==> config.mk <==
export PLATFORM = sky130hd
export DESIGN_NAME = nnr_map
export DESIGN_NICKNAME = d
export VERILOG_FILES = /design/src/hdl/nnr_pkg.sv /design/src/hdl/nnr_map.sv
export SDC_FILE = /design/constraint.sdc
export NUM_CORES = 2
export LEC_CHECK = 0
export BUFFER_PORTS_ARGS = -buffer_cell sky130_fd_sc_hd__buf_2
export CORE_MARGIN = 3
export CORE_UTILIZATION = 53
export DETAILED_ROUTE_END_ITERATION = 6
export GPL_TIMING_DRIVEN = 1
export PLACE_DENSITY = 0.78
export SETUP_SLACK_MARGIN = 0.05
export SLEW_MARGIN = 20
export SYNTH_ARGS = -nofsm -noshare
export SYNTH_HDL_FRONTEND = slang
export SYNTH_SLANG_ARGS = --single-unit
==> constraint.sdc <==
create_clock -name clk_i -period 10.3 [get_ports clk_i]
set_input_delay 1.03 -clock clk_i [delete_from_list [all_inputs] [get_ports clk_i]]
set_output_delay 1.03 -clock clk_i [all_outputs]
set_load 0.01 [all_outputs]
==> src/hdl/nnr_pkg.sv <==
package nnr_pkg;

  // Frame store geometry and fixed-point format
  localparam int MAX_WIDTH  = 512;
  localparam int MAX_HEIGHT = 512;
  localparam int FRAC_BITS  = 14;

  // Field widths
  localparam int PIX_W      = 8;
  localparam int POS_W      = 9;
  localparam int ANGLE_W    = 16;
  localparam int OFFSET_W   = 26;
  localparam int SIZE_W     = 10;

  localparam int COL_W      = $clog2(MAX_WIDTH);
  localparam int ROW_W      = $clog2(MAX_HEIGHT);
  localparam int DEPTH      = MAX_WIDTH * MAX_HEIGHT;
  localparam int ADDR_W     = $clog2(DEPTH);

  // Product of a Q1.14 factor and a zero-extended coordinate, then the
  // three-term sum that maps a destination coordinate to the source.
  localparam int PROD_W     = ANGLE_W + POS_W + 1;
  localparam int SUM_W      = PROD_W + 2;
  localparam int INT_W      = SUM_W - FRAC_BITS;

  localparam int CFG_IDX_W  = 3;
  localparam int CFG_DATA_W = OFFSET_W;

  localparam logic FUNC_LOAD   = 1'b0;
  localparam logic FUNC_SAMPLE = 1'b1;

  localparam logic [ANGLE_W-1:0] COS_RESET    = ANGLE_W'(1 << FRAC_BITS);
  localparam logic [SIZE_W-1:0]  WIDTH_RESET  = SIZE_W'(MAX_WIDTH);
  localparam logic [SIZE_W-1:0]  HEIGHT_RESET = SIZE_W'(MAX_HEIGHT);

  typedef enum logic [CFG_IDX_W-1:0] {
    CFG_COS_THETA  = 3'd0,
    CFG_SIN_THETA  = 3'd1,
    CFG_OFFSET_X   = 3'd2,
    CFG_OFFSET_Y   = 3'd3,
    CFG_SRC_WIDTH  = 3'd4,
    CFG_SRC_HEIGHT = 3'd5
  } cfg_idx_e;

  typedef struct packed {
    logic             func;
    logic [POS_W-1:0] pos_x;
    logic [POS_W-1:0] pos_y;
    logic [PIX_W-1:0] pixel_value;
  } in_t;

  typedef struct packed {
    logic [PIX_W-1:0] out_value;
    logic             out_outside;
  } out_t;

  typedef struct packed {
    logic [ANGLE_W-1:0]  cos_theta;
    logic [ANGLE_W-1:0]  sin_theta;
    logic [OFFSET_W-1:0] offset_x;
    logic [OFFSET_W-1:0] offset_y;
    logic [SIZE_W-1:0]   src_width;
    logic [SIZE_W-1:0]   src_height;
  } cfg_t;

  // Frame store access issued by the mapping pipeline
  typedef struct packed {
    logic              wr_en;
    logic              rd_en;
    logic              sample;
    logic [ADDR_W-1:0] addr;
    logic [PIX_W-1:0]  pixel;
  } req_t;

endpackage

==> src/hdl/nnr_map.sv <==
module nnr_map (
  input  logic          clk_i,
  input  logic          rst_ni,
  input  nnr_pkg::cfg_t cfg_i,
  input  logic          valid_i,
  input  nnr_pkg::in_t  item_i,
  output nnr_pkg::req_t req_o
);
  import nnr_pkg::*;

  localparam logic signed [SUM_W-1:0] NEG_ONE = SUM_W'(-(1 << FRAC_BITS));

  // Stage 1: captured transaction
  logic s1_valid_q;
  in_t  s1_q;

  // Stage 2: products
  logic                     s2_valid_q;
  in_t                      s2_q;
  logic signed [PROD_W-1:0] cx_q, sy_q, sx_q, cy_q;
  logic signed [PROD_W-1:0] cx_d, sy_d, sx_d, cy_d;

  // Stage 3: mapped fixed-point coordinates
  logic                    s3_valid_q;
  in_t                     s3_q;
  logic signed [SUM_W-1:0] sum_x_q, sum_y_q;
  logic signed [SUM_W-1:0] sum_x_d, sum_y_d;

  // Stage 4: frame store request
  req_t req_q, req_d;

  always_comb begin
    logic signed [PROD_W-1:0] cos_e, sin_e, px_e, py_e;
    cos_e = PROD_W'($signed(cfg_i.cos_theta));
    sin_e = PROD_W'($signed(cfg_i.sin_theta));
    px_e  = PROD_W'($signed({1'b0, s1_q.pos_x}));
    py_e  = PROD_W'($signed({1'b0, s1_q.pos_y}));
    cx_d  = cos_e * px_e;
    sy_d  = sin_e * py_e;
    sx_d  = sin_e * px_e;
    cy_d  = cos_e * py_e;
  end

  always_comb begin
    logic signed [SUM_W-1:0] off_x, off_y;
    off_x   = SUM_W'($signed(cfg_i.offset_x));
    off_y   = SUM_W'($signed(cfg_i.offset_y));
    sum_x_d = SUM_W'(cx_q) - SUM_W'(sy_q) + off_x;
    sum_y_d = SUM_W'(sx_q) + SUM_W'(cy_q) + off_y;
  end

  always_comb begin
    logic [INT_W-1:0]  w_lim, h_lim, x_int, y_int;
    logic              x_in, y_in, load_in;
    logic [ADDR_W-1:0] smp_addr, load_addr;
    w_lim = (cfg_i.src_width > SIZE_W'(MAX_WIDTH)) ? INT_W'(MAX_WIDTH)
                                                    : INT_W'(cfg_i.src_width);
    h_lim = (cfg_i.src_height > SIZE_W'(MAX_HEIGHT)) ? INT_W'(MAX_HEIGHT)
                                                      : INT_W'(cfg_i.src_height);
    // Truncate toward zero: a negative value above -1 lands on column 0
    x_int = sum_x_q[SUM_W-1] ? '0 : sum_x_q[SUM_W-1:FRAC_BITS];
    y_int = sum_y_q[SUM_W-1] ? '0 : sum_y_q[SUM_W-1:FRAC_BITS];
    x_in  = (!sum_x_q[SUM_W-1] || (sum_x_q > NEG_ONE)) && (x_int < w_lim);
    y_in  = (!sum_y_q[SUM_W-1] || (sum_y_q > NEG_ONE)) && (y_int < h_lim);
    smp_addr  = ADDR_W'(y_int[ROW_W-1:0]) * ADDR_W'(MAX_WIDTH)
              + ADDR_W'(x_int[COL_W-1:0]);
    load_addr = ADDR_W'(s3_q.pos_y) * ADDR_W'(MAX_WIDTH) + ADDR_W'(s3_q.pos_x);
    load_in   = ({1'b0, s3_q.pos_x} < (POS_W + 1)'(MAX_WIDTH))
             && ({1'b0, s3_q.pos_y} < (POS_W + 1)'(MAX_HEIGHT));

    req_d.sample = s3_valid_q && (s3_q.func == FUNC_SAMPLE);
    req_d.rd_en  = req_d.sample && x_in && y_in;
    req_d.wr_en  = s3_valid_q && (s3_q.func == FUNC_LOAD) && load_in;
    req_d.addr   = (s3_q.func == FUNC_LOAD) ? load_addr : smp_addr;
    req_d.pixel  = s3_q.pixel_value;
  end

  always_ff @(posedge clk_i or negedge rst_ni) begin
    if (!rst_ni) begin
      s1_valid_q   <= 1'b0;
      s2_valid_q   <= 1'b0;
      s3_valid_q   <= 1'b0;
      req_q        <= '0;
    end else begin
      s1_valid_q   <= valid_i;
      s2_valid_q   <= s1_valid_q;
      s3_valid_q   <= s2_valid_q;
      req_q        <= req_d;
    end
  end

  always_ff @(posedge clk_i) begin
    s1_q       <= item_i;
    s2_q       <= s1_q;
    cx_q       <= cx_d;
    sy_q       <= sy_d;
    sx_q       <= sx_d;
    cy_q       <= cy_d;
    s3_q       <= s2_q;
    sum_x_q    <= sum_x_d;
    sum_y_q    <= sum_y_d;
  end

  assign req_o = req_q;

endmodule

Yosys cells after proc, flatten, opt, wreduce, memory -nomap -nowiden

Index checks and enable logic that the tools add are counted.

Order comparisons: 6
Multiply operators: 4
Bitwise gates (word level): 1
Multiplexer cells: 5
$add $sub $neg: 6
Reduce and logical (&&, ||, !) cells: 10

Operator list:

| operator                                                        | number |
|---|---|
| multiplier 16 x 10 -> 26 bit                                    | 4 |
| adder 27 x 26 -> 28 bit                                         | 2 |
| greater-than comparator 28 x 15 -> 1 bit, second input constant | 2 |
| adder 18 x 9 -> 18 bit                                          | 2 |
| adder 26 x 26 -> 27 bit                                         | 1 |
| subtractor 26 x 26 -> 27 bit                                    | 1 |
| less-than comparator 13 x 10 -> 1 bit                           | 2 |
| 2-to-1 mux 13 bit                                               | 2 |
| greater-than comparator 10 bit, second input constant           | 2 |
| 2-to-1 mux 10 bit                                               | 2 |
| 2-to-1 mux 18 bit                                               | 1 |
| logical AND 1 bit                                               | 6 |
| zero test 1 bit                                                 | 2 |
| logical OR 1 bit                                                | 2 |
| NOT 1 bit                                                       | 1 |

Logic and storage cells: 58
Output and inout bits: 29
Flip-flop bits (word level): 273

Logic depth before layout (Yosys ltp)

Depth after elaboration: 6
Depth in mapped cells: 23
Gate-level depth less buffers: 21

Least setup slack after synthesis

OpenSTA, ideal clock, no wires.

Kind: in2reg
From: input port cfg_i[80] (netlist name)
To: register sx_q[24]
Stages: 21
Arrival time: 6.225 ns
Setup time: 0.072 ns
Data required time: 10.228 ns
Slack: 4.003 ns
Cells stage by stage: clkbuf_1 > clkbuf_1 > nand2_1 > fa_1 > inv_1 > fa_1 > inv_1 > fa_1 > fa_1 > fa_1 > inv_1 > ha_1 > a211oi_1 > o21ai_0 > a31oi_1 > o21ai_0 > nor4b_1 > or3_1 > a31o_2 > a21oi_1 > xnor2_1

Cells in the longest elaborated chain, start to end: 1

RTL lines:

| element                      | line          | RTL |
|---|---|---|
| from (decl)                  | nnr_map.sv:4  | `input nnr_pkg::cfg_t cfg_i,` |
| multiplier 16 x 10 -> 26 bit | nnr_map.sv:40 | `sx_d = sin_e * px_e;` |
| named net sx_d[24]           | nnr_map.sv:21 | `logic signed [PROD_W-1:0] cx_d, sy_d, sx_d, cy_d;` |
| to (signal assigned)         | nnr_map.sv:97 | `sx_q <= sx_d;` |
| to (decl)                    | nnr_map.sv:20 | `logic signed [PROD_W-1:0] cx_q, sy_q, sx_q, cy_q;` |

The timed path passes the listed nets, and every way through them passes these cells.

Worst setup path after layout

From: input port cfg_i[95] (netlist name)
To: register cx_q[25]

Cells in the longest elaborated chain, start to end: 1

RTL lines:

| element                      | line          | RTL |
|---|---|---|
| multiplier 16 x 10 -> 26 bit | nnr_map.sv:38 | `cx_d = cos_e * px_e;` |
| named net cx_d[25]           | nnr_map.sv:21 |  |
| to (signal assigned)         | nnr_map.sv:95 | `cx_q <= cx_d;` |
| to (decl)                    | nnr_map.sv:20 |  |

The timed path passes the listed nets, and every way through them passes these cells.

==> results.md <==
* Outcome: finished clean
* Synth warn at 0
* DIE HEIGHT at 251 um
* Htree depth at 1
* Storage element area at 5630 um^2
* IO Pins at 163
* CP Max Fanout at 18
* Synth async-reset ratio at 0.117
* Synth Instances at 3,402
* Worst-skew pair later-pin latency at 0.61 ns
* Period utilization at 0.608
* Share of cells above drive strength 1 at 0.0748
* Non-filler instance count after layout at 4,305
* Unrepaired setup endpoints after global routing: false
* Mapped Area at 31,800 um^2
* CTS root buf: clkbuf_16
* Worst Hold Class: reg -> reg
* CTS Buf Count at 27
* Post-placement cell count at 4,254
* Initial antenna violation count at 6
* Multi-input logic area at 22,900 um^2
* Slew at the pin with the worst max-slew slack at 0.977 ns
* DP HPWL at 56,500 um
* Detailed Route WL at 73,100 um
* Crit Path Class: in -> reg
* Cell variety after synth at 76
* Number of port buffers at 162
* Vias at 22,700
* CTS Buffer Depth at 3
* Routability Congestion at 0.866
* Final WS setup at 4.04 ns
* DIE WIDTH at 251 um
* Final Hold Fails at 0
* Clock share of power at 0.085
* Core ar. at 59,100 um^2
* Setup TNS at 0 ns
* Tot GR Track Use at 0.241
* DR pass1 iterations at 5
* Clk_skew at 0.0382 ns
* Min cycle time layout at 6.26 ns
* Primary flip-flop cell chosen by synthesis mapping: dfxtp_1
* Vias in the first global route at 23,500
* Area delta synth->final at 7.78%
* Slew headroom at 0.348
* Sequential Power Share at 0.143
* Total grt overflow at 0
* Total power draw at 12.4 mW
* Post-synth EDFFs at 0
* Leakage at 17.9 nW
* DRT iter0 DRCs at 1,338
* Syn Area/Cell at 9.35 um^2
* Dpl ws at 3.51 ns
* Peak VDD IR at 0.000241 V
* Nets@finish at 4,485
* Vias per std cell at 5.27
* Crit. End Element: register
* Final setup fails at 0
* Worst-path clk slew at 0.06 ns
* Post-CTS Hold Fix Bufs at 0
* Syn Nets at 4,377
* Critical Path AT at 6.75 ns
* Setup crit start: cfg_i[95]
* Sw frac at 0.492
* Synth Register Bits at 273
* PwrDens at 361 nW/um^2
* Max Fclk at 0.160 GHz
* Die area at 63,000 um^2
* Final slew viol count at 0
* Number of fill cells at 5,000
* Worst Min Path Start: s1_q[2]$_DFF_P_
* DR WL/cell at 17.0 um
* DRC errors left at 0
* First-pass GRT wire length at 121,000 um
* Pin count of the biggest net entering global routing at 34
* Post-cts resize count at 0
* R2R Path Start: s1_q[18]$_DFF_P_
* Row Count at 89
* P_sw at 6.09 mW
* Starting Density at 0.538
* Comb power frac at 0.772
* TritonCTS clock tree: built
* Startpoint types: primary input
* Sequential fraction of the synthesis area at 0.177
* WP data required at 10.79 ns
* Routed Antenna Nets at 0
* Max-cap violation count at 0
* Cell internal pwr at 6.29 mW
* Sink Count at 273
* Post-CTS setup buffer count at 0
sequential cells by signal (all words and copies together) (netlist names):
register	flops
cx_q	26
cy_q	26
req_d	8
req_o	29
s1_q	27
s1_valid_q	1
s2_q	27
s2_valid_q	1
s3_q	19
s3_valid_q	1
sum_x_q	28
sum_y_q	28
sx_q	26
sy_q	26
layer usage:
metal,vias up,part of all wire,track usage
met1,11300,0.42,0.329
met4,8,0.032,0.0686
met2,756,0.47,0.398
met5,-,0.00085,0
li1,10600,-,-
met3,130,0.075,0.0437
stage by stage:
stage | instance area [um^2] | hold slack [ns] | util
after floorplan | 31800 | 0.310 | -
after global placement | 33300 | 0.310 | 0.564
after detailed placement | 33300 | 0.312 | 0.564
after CTS | 34300 | 0.296 | 0.579
after global routing | 34300 | 0.294 | 0.579
final | 34300 | 0.296 | 0.580
cells by family (layout without fill, tap and decap cells):
family                   count (synthesis)  count (layout)  synth area share
other                                    0               2                 0
AND/OR/NAND/NOR                        884             884             0.136
adder cells (fa/ha/maj)                841             841             0.459
flip-flops                             273             273             0.177
AO/OA/AOI/OAI                          360             360            0.0760
XOR/XNOR                               157             157            0.0433
multiplexers                            19              19           0.00669
buffers and inverters                  868             996             0.102
area by class of cell:
| type | count | area share |
|---|---|---|
| Antenna cell | 2 | 0.000146 |
| Clock buffer | 32 | 0.0208 |
| Clock inverter | 17 | 0.00643 |
| Inverter | 767 | 0.0840 |
| Multi-Input combinational cell | 2261 | 0.669 |
| Sequential cell | 273 | 0.164 |
| Tap cell | 773 | 0.0282 |
| Timing Repair Buffer | 180 | 0.0276 |
power groups by stage:
stage / Combinational (mW) / Sequential [mW] / Clock (mW)
floorplan: 7.37 / 1.72 / 0
global placement: 9.21 / 1.78 / 0
detailed placement: 9.47 / 1.79 / 0
CTS: 9.54 / 1.77 / 1.08
global route: 10.9 / 1.80 / 1.12
finish: 9.56 / 1.77 / 1.06
path summary, 6_finish.rpt:
| path | end | slack (ns) | cells after the start |
|---|---|---|---|
| worst max register to register | cx_q[25]$_DFF_P_ | 4.12 | 22 |
| min in group asynchronous | s2_valid_q$_DFF_PN0_ | 0.48 | 1 |
| worst max-delay path | cx_q[25]$_DFF_P_ | 4.04 | 22 |
| worst min register to register | s2_q[2]$_DFF_P_ | 0.30 | 0 |
| max in group asynchronous | req_o[20]$_DFF_PN0_ | 9.32 | 1 |
| worst min-delay path | s2_q[2]$_DFF_P_ | 0.30 | 0 |
critical path, cell delays in order:
cell,delay [ns]
buf_2,0.36
nand2_1,0.15
fa_1,0.55
inv_1,0.05
fa_1,0.50
inv_1,0.05
fa_1,0.53
inv_1,0.05
fa_1,0.49
inv_1,0.05
fa_1,0.48
inv_1,0.05
ha_1,0.33
inv_1,0.07
nor2_1,0.16
nand4_1,0.14
a31oi_1,0.30
a41oi_1,0.23
a211o_1,0.39
o31ai_2,0.37
nor4_1,0.08
a311o_1,0.32
layout by cell type, fill, tap and decap left out, types with 14 or more instances in the layout:
| cell type | count |
|---|---|
| inv_1 | 766 |
| fa_1 | 541 |
| nand2_1 | 407 |
| ha_1 | 300 |
| and2_1 | 248 |
| dfxtp_1 | 241 |
| buf_2 | 162 |
| xnor2_1 | 127 |
| a21oi_1 | 120 |
| nor2_1 | 63 |
| o21ai_0 | 58 |
| a21o_1 | 42 |
| nor2b_1 | 36 |
| dfrtp_1 | 32 |
| xor2_1 | 30 |
| o21bai_1 | 28 |
| clkbuf_16 | 27 |
| nand2b_1 | 26 |
| nand3_1 | 23 |
| nor3_1 | 22 |
| mux2_2 | 18 |
| buf_4 | 18 |
| o21a_1 | 17 |
| a211oi_1 | 14 |
Yosys cell counts, drive strengths merged, types with 22 or more instances:
cell type | number | area [um^2]
xor2 | 30 | 263
nor2 | 63 | 236
dfrtp | 32 | 801
nand2b | 26 | 163
xnor2 | 127 | 1110
and2 | 249 | 1560
o21ai | 62 | 318
clkbuf | 100 | 375
a21o | 42 | 315
a21oi | 121 | 609
dfxtp | 241 | 4820
inv | 766 | 2880
nor3 | 22 | 110
nor2b | 36 | 225
nand3 | 23 | 115
nand2 | 407 | 1530
o21bai | 29 | 229
fa | 541 | 10800
ha | 300 | 3750
Note: power is estimated with default switching activity, not from simulation.
